## config.mk

```make
export PLATFORM = sky130hd
export DESIGN_NAME = heart_rate_from_peak_interval
export DESIGN_NICKNAME = d
export VERILOG_FILES = /design/src/design/hrpi_pkg.sv /design/src/design/heart_rate_from_peak_interval.sv /design/src/design/hrpi_div.sv
export SDC_FILE = /design/constraint.sdc
export NUM_CORES = 1
export LEC_CHECK = 0
export BUFFER_PORTS_ARGS = -buffer_cell sky130_fd_sc_hd__buf_4
export CORE_UTILIZATION = 40
export CTS_CLUSTER_SIZE = 24
export DETAILED_ROUTE_END_ITERATION = 10
export PLACE_DENSITY = 0.52
export SLEW_MARGIN = 20
export SYNTH_ARGS = -nofsm -noshare
export SYNTH_HDL_FRONTEND = slang
export SYNTH_SLANG_ARGS = --single-unit
```

## constraint.sdc

```tcl
create_clock -name i_clk -period 19.1 [get_ports i_clk]
set_input_delay 1.91 -clock i_clk [delete_from_list [all_inputs] [get_ports i_clk]]
set_output_delay 1.91 -clock i_clk [all_outputs]
set_load 0.02 [all_outputs]
```

## src/design/hrpi_pkg.sv

```systemverilog
// Shared types and constants for the heart rate from peak interval block.
package hrpi_pkg;

    localparam int RATE_W      = 16;
    localparam int CFG_DATA_W  = 16;
    localparam int CFG_INDEX_W = 2;

    localparam logic [CFG_INDEX_W-1:0] CFG_SAMPLE_RATE   = 2'd0;
    localparam logic [CFG_INDEX_W-1:0] CFG_DEFAULT_RATE  = 2'd1;
    localparam logic [CFG_INDEX_W-1:0] CFG_SMOOTH_ENABLE = 2'd2;

    localparam logic [15:0]       SAMPLE_RATE_RST  = 16'd250;
    localparam logic [RATE_W-1:0] DEFAULT_RATE_RST = '0;
    localparam logic [RATE_W-1:0] RATE_MAX         = '1;

    typedef enum logic [1:0] {
        ST_IDLE,
        ST_DIV,
        ST_EMIT
    } t_state;

    typedef struct packed {
        logic busy;
        logic done;
    } t_div_status;

endpackage

```

## src/design/heart_rate_from_peak_interval.sv

```systemverilog
// Top level: heart rate in beats per minute from the spacing of R peaks.
//
// Input channel (i_valid / o_ready) carries one detector sample per request:
// i_peak marks an R peak, i_frame_end marks the last sample of a frame.
// Output channel (o_valid / i_ready) carries one o_heart_rate request for each
// sample with i_frame_end set; the rate includes that sample's own peak.
// Rate is unsigned fixed point with RATE_FRAC_BITS fractional bits, saturated.
// Flow: a sample without a peak interval is taken in ST_IDLE. A peak after the
// first starts a bit-serial divide, one quotient bit per cycle over 17 bits,
// and no further sample is taken until the divide is done. A frame end then
// passes through ST_EMIT to hand the rate to the output register.
// Path to o_valid: ST_IDLE, ST_DIV when dividing, ST_EMIT, output register.
// The output register parts the channels: new samples are taken while a rate
// waits; only a further frame end waits for i_ready.
// Configuration writes (i_cfg_we) are registered; writing default_rate
// also reloads the current rate. Reset (synchronous, active low) restores
// sample_rate 250, default_rate 0, smoothing off, and clears index state.
module heart_rate_from_peak_interval #(
    parameter int INDEX_WIDTH    = 32,
    parameter int RATE_FRAC_BITS = 7
) (
    input  logic                              i_clk,
    input  logic                              i_rst_n,
    // configuration
    input  logic                              i_cfg_we,
    input  logic [hrpi_pkg::CFG_INDEX_W-1:0]  i_cfg_index,
    input  logic [hrpi_pkg::CFG_DATA_W-1:0]   i_cfg_data,
    // sample input
    input  logic                              i_valid,
    output logic                              o_ready,
    input  logic                              i_peak,
    input  logic                              i_frame_end,
    // rate output
    output logic                              o_valid,
    input  logic                              i_ready,
    output logic [hrpi_pkg::RATE_W-1:0]       o_heart_rate
);

    localparam int RW = hrpi_pkg::RATE_W;

    hrpi_pkg::t_state r_state, n_state;

    logic [15:0]            r_sample_rate;
    logic                   r_smooth;
    logic [INDEX_WIDTH-1:0] r_index, n_index;
    logic [INDEX_WIDTH-1:0] r_last_peak, n_last_peak;
    logic                   r_have_peak, n_have_peak;
    logic [RW-1:0]          r_rate, n_rate;
    logic                   r_fe, n_fe;
    logic                   r_out_valid, n_out_valid;
    logic [RW-1:0]          r_out_data, n_out_data;

    logic                   accept;
    logic                   div_start;
    logic [INDEX_WIDTH-1:0] interval;
    logic [RW:0]            smooth_sum;
    hrpi_pkg::t_div_status  div_status;
    logic [RW-1:0]          div_quot;

    assign interval = r_index - r_last_peak;

    hrpi_div #(
        .INDEX_WIDTH    (INDEX_WIDTH),
        .RATE_FRAC_BITS (RATE_FRAC_BITS)
    ) u_div (
        .i_clk         (i_clk),
        .i_rst_n       (i_rst_n),
        .i_start       (div_start),
        .i_sample_rate (r_sample_rate),
        .i_interval    (interval),
        .o_status      (div_status),
        .o_quot        (div_quot)
    );

    // Next state and datapath control
    always_comb begin
        n_state     = r_state;
        n_index     = r_index;
        n_last_peak = r_last_peak;
        n_have_peak = r_have_peak;
        n_rate      = r_rate;
        n_fe        = r_fe;
        n_out_valid = r_out_valid;
        n_out_data  = r_out_data;
        o_ready     = 1'b0;
        accept      = 1'b0;
        div_start   = 1'b0;
        smooth_sum  = {1'b0, div_quot} + {1'b0, r_rate};

        // output register drains independently
        if (r_out_valid && i_ready) begin
            n_out_valid = 1'b0;
        end

        unique case (r_state)
            hrpi_pkg::ST_IDLE: begin
                o_ready = 1'b1;
                accept  = i_valid;
                if (accept) begin
                    n_index = r_index + 1'b1;
                    n_fe    = i_frame_end;
                    if (i_peak) begin
                        n_last_peak = r_index;
                        n_have_peak = 1'b1;
                    end
                    if (i_peak && r_have_peak) begin
                        div_start = 1'b1;
                        n_state   = hrpi_pkg::ST_DIV;
                    end else if (i_frame_end) begin
                        n_state = hrpi_pkg::ST_EMIT;
                    end
                end
            end
            hrpi_pkg::ST_DIV: begin
                if (div_status.done) begin
                    // average is never above the larger operand, no clamp needed
                    n_rate  = r_smooth ? smooth_sum[RW:1] : div_quot;
                    n_state = r_fe ? hrpi_pkg::ST_EMIT : hrpi_pkg::ST_IDLE;
                end
            end
            hrpi_pkg::ST_EMIT: begin
                if (!r_out_valid || i_ready) begin
                    n_out_valid = 1'b1;
                    n_out_data  = r_rate;
                    n_state     = hrpi_pkg::ST_IDLE;
                end
            end
            default: n_state = hrpi_pkg::ST_IDLE;
        endcase

        // default_rate write restarts the rate
        if (i_cfg_we && i_cfg_index == hrpi_pkg::CFG_DEFAULT_RATE) begin
            n_rate = i_cfg_data;
        end
    end

    always_ff @(posedge i_clk) begin
        if (!i_rst_n) begin
            r_state <= hrpi_pkg::ST_IDLE;
        end else begin
            r_state <= n_state;
        end
    end

    always_ff @(posedge i_clk) begin
        if (!i_rst_n) begin
            r_sample_rate  <= hrpi_pkg::SAMPLE_RATE_RST;
            r_smooth       <= 1'b0;
            r_index        <= '0;
            r_last_peak    <= '0;
            r_have_peak    <= 1'b0;
            r_rate         <= hrpi_pkg::DEFAULT_RATE_RST;
            r_fe           <= 1'b0;
            r_out_valid    <= 1'b0;
        end else begin
            r_index     <= n_index;
            r_last_peak <= n_last_peak;
            r_have_peak <= n_have_peak;
            r_rate      <= n_rate;
            r_fe        <= n_fe;
            r_out_valid <= n_out_valid;
            if (i_cfg_we) begin
                unique case (i_cfg_index)
                    hrpi_pkg::CFG_SAMPLE_RATE:   r_sample_rate  <= i_cfg_data;
                    // only reloads the live rate, see n_rate
                    hrpi_pkg::CFG_DEFAULT_RATE:  ;
                    hrpi_pkg::CFG_SMOOTH_ENABLE: r_smooth       <= i_cfg_data[0];
                    default: ;
                endcase
            end
        end
    end

    // payload, no reset
    always_ff @(posedge i_clk) begin
        r_out_data <= n_out_data;
    end

    assign o_valid      = r_out_valid;
    assign o_heart_rate = r_out_data;

endmodule

```

## src/design/hrpi_div.sv

```systemverilog
// Bit-serial restoring divider: rate = round(60 * fs * 2^frac / interval), saturated.
module hrpi_div #(
    parameter int INDEX_WIDTH    = 32,
    parameter int RATE_FRAC_BITS = 7
) (
    input  logic                       i_clk,
    input  logic                       i_rst_n,
    input  logic                       i_start,
    input  logic [15:0]                i_sample_rate,
    input  logic [INDEX_WIDTH-1:0]     i_interval,
    output hrpi_pkg::t_div_status      o_status,
    output logic [hrpi_pkg::RATE_W-1:0] o_quot
);

    localparam int QB    = hrpi_pkg::RATE_W + 1;
    localparam int NUM_W = 22 + RATE_FRAC_BITS;
    localparam int DW    = ((NUM_W > INDEX_WIDTH - 1) ? NUM_W : INDEX_WIDTH - 1) + 1;
    localparam int CW    = (DW > INDEX_WIDTH + QB) ? DW : INDEX_WIDTH + QB;
    localparam int CNT_W = $clog2(QB + 1);

    logic [CW-1:0]    r_rem, r_dvs;
    logic [QB-1:0]    r_q;
    logic             r_sat, r_busy, r_done;
    logic [CNT_W-1:0] r_cnt;

    logic [CW-1:0] sr_ext, num, dividend, dvs_top;
    logic [CW-1:0] diff;
    logic          ge;

    always_comb begin
        sr_ext   = CW'(i_sample_rate);
        // 60 * fs as 64 fs - 4 fs
        num      = ((sr_ext << 6) - (sr_ext << 2)) << RATE_FRAC_BITS;
        dividend = num + CW'(i_interval >> 1);
        dvs_top  = CW'(i_interval) << QB;
        diff     = r_rem - r_dvs;
        ge       = (r_rem >= r_dvs);
    end

    always_ff @(posedge i_clk) begin
        if (!i_rst_n) begin
            r_busy <= 1'b0;
            r_done <= 1'b0;
            r_cnt  <= '0;
        end else begin
            r_done <= 1'b0;
            if (i_start) begin
                r_busy <= 1'b1;
                r_cnt  <= CNT_W'(QB);
            end else if (r_busy) begin
                r_cnt <= r_cnt - 1'b1;
                if (r_cnt == CNT_W'(1)) begin
                    r_busy <= 1'b0;
                    r_done <= 1'b1;
                end
            end
        end
    end

    // datapath, no reset
    always_ff @(posedge i_clk) begin
        if (i_start) begin
            r_rem <= dividend;
            r_dvs <= dvs_top >> 1;
            r_q   <= '0;
            // quotient would need more than QB bits, or divide by zero
            r_sat <= (i_interval == '0) || (dividend >= dvs_top);
        end else if (r_busy) begin
            if (ge) begin
                r_rem <= diff;
            end
            r_q   <= {r_q[QB-2:0], ge};
            r_dvs <= r_dvs >> 1;
        end
    end

    assign o_status.busy = r_busy;
    assign o_status.done = r_done;
    assign o_quot = (r_sat || r_q[QB-1]) ? hrpi_pkg::RATE_MAX : r_q[QB-2:0];

endmodule

```

After elaboration in Yosys (flattened, before gate mapping)

Cells that the tools add are included.

Eq/ne operators: 9
Bitwise logic cells: 2
Multiplexer cells: 30
Magnitude comparators: 2
Reductions and logical operators: 24
$add $sub $neg: 7

Operators by type and width:

| kind                                                 | number |
|---|---|
| 2-to-1 mux 49 bit                                    | 3 |
| 2-to-1 mux 48 bit                                    | 2 |
| 2-to-1 mux 16 bit                                    | 5 |
| adder 49 x 31 -> 49 bit                              | 1 |
| greater-or-equal comparator 49 x 48 -> 1 bit         | 1 |
| greater-or-equal comparator 49 bit                   | 1 |
| subtractor 49 x 48 -> 49 bit                         | 1 |
| adder 32 x 1 -> 32 bit (second input constant)       | 1 |
| zero test 32 bit                                     | 1 |
| subtractor 32 bit                                    | 1 |
| subtractor 22 x 18 -> 23 bit                         | 1 |
| adder 16 x 16 -> 17 bit                              | 1 |
| 2-to-1 mux 2 bit                                     | 6 |
| AND reduction 2 bit                                  | 6 |
| 2-to-1 mux 1 bit                                     | 11 |
| 2-to-1 mux 5 bit                                     | 2 |
| nonzero test 2 bit                                   | 4 |
| one-hot mux 2 bit (3 select lines)                   | 1 |
| equality test 5 x 1 -> 1 bit (second input constant) | 1 |
| subtractor 5 x 1 -> 5 bit (second input constant)    | 1 |
| equality test 2 x 1 -> 1 bit (second input constant) | 2 |
| equality test 2 bit (second input constant)          | 2 |
| zero test 2 bit                                      | 2 |
| inequality test 2 bit (second input constant)        | 2 |
| other kinds (10)                                     | 15 |

Word-level logic and storage cells: 93
Output and inout port bits: 18
Bits in registers: 240

Depth between registers and ports, before layout

Depth in word-level cells: 7
Gate-level depth with buffers: 35
Mapped depth without buffers: 35

By module

Synthesis repeated with hierarchy kept, for this count alone.

Cell total of the unflattened synthesis: 2080
Area, all modules: 17614.4 um2

By module, submodules not included:

| module                        | times used | area each (um2) | cells an instance |
|---|---|---|---|
| hrpi_div                      | 1          | 10301.1         | 1190 |
| heart_rate_from_peak_interval | 1          | 7313.3          | 890 |

Worst setup path after synthesis

Ideal clock, no wire load.

Path kind: register to register
Start point: register u_div.r_dvs[1]
End point: register u_div.r_rem[0], enable pin
Clock period less this slack: 6.691 ns
Setup time: 0.523 ns
Arrival time: 6.167 ns
Required time: 18.577 ns
Setup slack: 12.409 ns
Cell stages (with the launch flop): 15
Path through: dfxtp_1 inv_1 ha_1 nor2b_1 o21ai_0 nand2b_1 a2111oi_0 o31ai_1 a31oi_1 a21oi_1 a211oi_1 o21ba_2 o21ai_0 a21oi_1 o21ai_0

Word-level cells in the longest chain between the ends: 3

RTL lines:

| what                                         | RTL line       | source |
|---|---|---|
| from (decl)                                  | hrpi_div.sv:21 | `logic [CW-1:0] r_rem, r_dvs;` |
| from (signal assigned)                       | hrpi_div.sv:64 | `r_dvs <= dvs_top >> 1;` |
| from (signal assigned)                       | hrpi_div.sv:73 | `r_dvs <= r_dvs >> 1;` |
| greater-or-equal comparator 49 x 48 -> 1 bit | hrpi_div.sv:37 | `ge = (r_rem >= r_dvs);` |
| nonzero test 2 bit (no line)                 | --             |  |
| AND reduction 2 bit (no line)                | --             |  |
| to (signal assigned)                         | hrpi_div.sv:63 | `r_rem <= dividend;` |
| to (signal assigned)                         | hrpi_div.sv:70 | `r_rem <= diff;` |
| to (decl)                                    | hrpi_div.sv:21 |  |

No other way between the ends.
A chain may end at the register's enable or synchronous reset.

Worst setup path after layout

Start point: register r_index[0]
End point: register u_div.r_sat, data pin

Word-level cells in the longest chain between the ends: 4
Elaborated cells on any way between the ends: 5
Classes of those cells: add/sub (2); order compare (1); reduce/logical (2)

RTL lines:

| what                               | RTL line                             | source |
|---|---|---|
| from (decl)                        | heart_rate_from_peak_interval.sv:45  | `logic [INDEX_WIDTH-1:0] r_index, n_index;` |
| from (signal assigned)             | heart_rate_from_peak_interval.sv:156 | `r_index <= n_index;` |
| subtractor 32 bit (*)              | heart_rate_from_peak_interval.sv:60  | `assign interval = r_index - r_last_peak;` |
| adder 49 x 31 -> 49 bit            | hrpi_div.sv:34                       | `dividend = num + CW'(i_interval >> 1);` |
| greater-or-equal comparator 49 bit | hrpi_div.sv:67                       | `r_sat <= (i_interval == '0) \|\| (dividend >= dvs_top);` |
| logical OR 1 bit (*)               | hrpi_div.sv:67                       |  |
| to (signal assigned)               | hrpi_div.sv:67                       |  |
| to (decl)                          | hrpi_div.sv:23                       | `logic r_sat, r_busy, r_done;` |

Every way passes the cells marked *; elsewhere a longest branch is shown, timed or not.

==> impl_metrics.csv <==
group,metric,value,unit
floorplan,die_x,210.7,µm
power,leakage,0.007941,µW
min_path,hold_path_class,"reg2reg",
clocking,cts_root_buffer,"clkbuf_16",
grt,grt_first_pass_wirelength,76.13,mm
sta,worst_slack,11760,ps
placed_design,portBuffers,42,
critical_path,critPathTopFamily,"compound AO/OA/AOI/OAI gates",
run,drv_cap,0,
drt,met1_length,23.88,mm
critical_path,crit_buf_inv,4,
sta,setup_tns,0,ps
drt,drc,0,
clocking,htree_levels,1,
drt,drt_iter0_markers,957,
clocking,ctsResizeCount,0,
critical_path,slowest_delay,740,ps
placed_design,placed_cell_area,0.01834,mm²
logic_synthesis,yosys_warnings,0,
logic_synthesis,ys_seq_area_share,33.22,%
critical_path,cp_max_fo,5,
finish,drive_gt1_share,6.711,%
grt,grt_max_degree,73,
drt,route.met2.wl,20.80,mm
logic_synthesis,synth_ff_type,"dfxtp_1",
grt,grt_overflow,0,
logic_synthesis,syn-cell-area,0.01741,mm²
clocking,cts_tree,"yes",
clocking,clock_latency,580,ps
sta,fmax,0.1362,GHz
sta,rsz0062_at_grt,"no",
min_path,hold_start,"r_last_peak[25]",
critical_path,critPathLaunch,"r_index[0]",
clocking,cts-buffers-inserted,30,
run_status,status,"finished, final reports clean",
finish,postLayoutCellArea,0.01936,mm²
floorplan,die_area,0.04437,mm²
floorplan,io_pins,43,
finish,nNetsFinal,2285,
drt,routed-wl-met3,1.813,mm
critical_path,worstSetupPathType,"reg2reg",
critical_path,reg2reg_from,"r_index[0]",
logic_synthesis,synth_edf_count,98,
floorplan,die-height,210.7,µm
clocking,clock_path_buffers,3,
power,ir_drop,74.24,µV
critical_path,slowest_stage,"o41ai_2",
sta,period_share,38.45,%
floorplan,core-area,0.04298,mm²
grt,grt_usage,21.37,%
sta,final.min_clock_period,7343,ps
critical_path,endpoint_kind,"flip-flop",
clocking,clk_pin_slew,60,ps
placed_design,place_hpwl,36.28,mm
critical_path,worst_setup_path_start_kind,"flip-flop",
logic_synthesis,synthArstFlopShare,0,%
clocking,clock-sinks,240,
sta,tightest_slew,932.4,ps
sta,slew_viol_final,0,
critical_path,worstPathArrival,7770,ps
drt,drt-total-wl,47.51,mm
drt,top_layer,"met4",
drt,ant_nets,0,
power,fin_total_pwr,1857,µW
sta,setup_viol,0,
finish,num_antenna_cells,0,
sta,finClkSkew,18.96,ps
grt,antenna_found_initial,1,
drt,num_vias,14547,
logic_synthesis,synth_nets,2268,
critical_path,cp_data_required_time,19520,ps
floorplan,rows,76,
clocking,cts_setup_buffers,0,
sta,slew-limit-headroom,37.46,%
floorplan,start_util,40.52,%
logic_synthesis,synthCells,2075,
drt,avgRoutedWirePerCell,17.59,µm
drt,dr.pass1.iters,5,
logic_synthesis,ys_ff_latch,240,
grt,grt_pass1_vias,13808,
placed_design,dpl_worst_slack,11850,ps
critical_path,crit_top_cell,"inv_1",
finish,areaGrowthSynthToFinish,11.19,%
logic_synthesis,synth.distinct_cells,71,
placed_design,gp_congestion,0.9144,
clocking,postCtsHoldBufs,0,
logic_synthesis,syn_avg_cell_area,8.392,µm²
drt,viasPerCell,5.386,
sta,hold_violations,0,
power,powerDensity,95.89,mW/mm²
==> power breakdown <==
part	switching [µW]	internal, µW	total, µW	leakage, µW
Combinational	370	267	637	0.00537
Sequential	38.5	596	635	0.00206
Clock	231	353	584	0.000511
==> flip-flops by register name, summed over array words and instances, names as in the netlist, 2 cells and up <==
| signal | flops |
|---|---|
| u_div.r_rem | 49 |
| u_div.r_dvs | 48 |
| o_heart_rate | 16 |
| r_last_peak | 32 |
| r_state | 2 |
| u_div.r_cnt | 5 |
| r_rate | 16 |
| r_index | 32 |
| r_sample_rate | 16 |
| u_div.r_q | 17 |
==> stage by stage <==
stage               hold slack [ps]  utilization (%)  std cells
floorplan                     436.3                -       2075
global placement              451.4            42.66       2645
detailed placement            458.8            42.66       2645
CTS                           467.3            45.05       2701
global route                  482.8            45.05       2701
finish                        460.7            45.05       2701
==> cells in the mapped netlist (all sizes together) (14+ instances only) <==
cell / n / area share, %
a211oi: 26 / 1.2
a21boi: 55 / 2.4
a21o: 58 / 2.5
a21oi: 131 / 3.8
a31oi: 14 / 0.50
and2: 43 / 1.5
clkbuf: 69 / 1.5
dfxtp: 142 / 16
edfxtp: 98 / 17
ha: 164 / 12
inv: 164 / 3.5
mux2i: 40 / 2.3
nand2: 229 / 4.9
nand2b: 31 / 1.1
nand3: 65 / 1.9
nand4: 31 / 1.1
nor2: 138 / 3.0
nor2b: 30 / 1.1
nor3: 35 / 1.0
nor3b: 16 / 0.69
o211ai: 25 / 1.1
o21a: 28 / 1.2
o21ai: 135 / 3.9
o21bai: 14 / 0.60
or3: 29 / 1.0
xnor2: 91 / 4.6
xor2: 47 / 2.4
==> area by class of cell <==
cell class,count,area [µm²]
fillers,4320,23620
clock buffers,41,895.9
inverters,166,623.1
multi-input cells,1596,10760
flip-flops and latches,240,5787
well taps,585,732.0
repair buffers,58,435.4
clock inverters,15,128.9
==> final timing paths <==
path,to,slack (ps),depth (start not counted)
worst max-delay path,u_div.r_sat,11760,29
worst min-delay path,r_last_peak[25],460,2
worst min register to register,r_last_peak[25],460,2
worst max register to register,u_div.r_sat,11760,29
==> layout by cell type (no fill, tap or decap), types with 7 or more instances in the layout <==
cell type,count
a211oi_1,24
a21boi_0,55
a21o_1,58
a21oi_1,131
a31oi_1,14
and2_1,43
and3_1,12
and4_1,10
buf_4,58
clkbuf_16,33
clkinv_2,9
dfxtp_1,141
edfxtp_1,98
ha_1,164
inv_1,162
mux2_2,7
mux2i_1,40
nand2_1,229
nand2b_1,31
nand3_1,64
nand4_1,31
nor2_1,138
nor2b_1,30
nor3_1,34
nor3b_1,15
o211ai_1,25
o21a_1,28
o21ai_0,127
o21bai_1,14
o31ai_1,12
or2_2,12
or3_1,29
xnor2_1,91
xor2_1,47
==> metal layers <==
layer	vias up	global-route usage, %
met5	-	0
met1	6855	30.69
met4	0	5.072
met2	241	33.74
li1	7384	-
met3	67	2.944
==> cells by family (layout without fill, tap and decap cells) <==
kind of cell / after synthesis / after routing / share of synthesized area [%]
adder cells (fa/ha/maj): 169 / 169 / 12.30
AND/OR/NAND/NOR: 700 / 700 / 19.58
XOR/XNOR: 138 / 138 / 6.941
buffers and inverters: 239 / 280 / 5.152
flip-flops: 240 / 240 / 33.22
AO/OA/AOI/OAI: 542 / 542 / 20.05
multiplexers: 47 / 47 / 2.752
==> tightest hold or removal path: stages (launching register included) <==
cell	delay [ps]
dfxtp_1	300
nand2_1	50
a21boi_0	60
(Power assumes the default switching activity.)
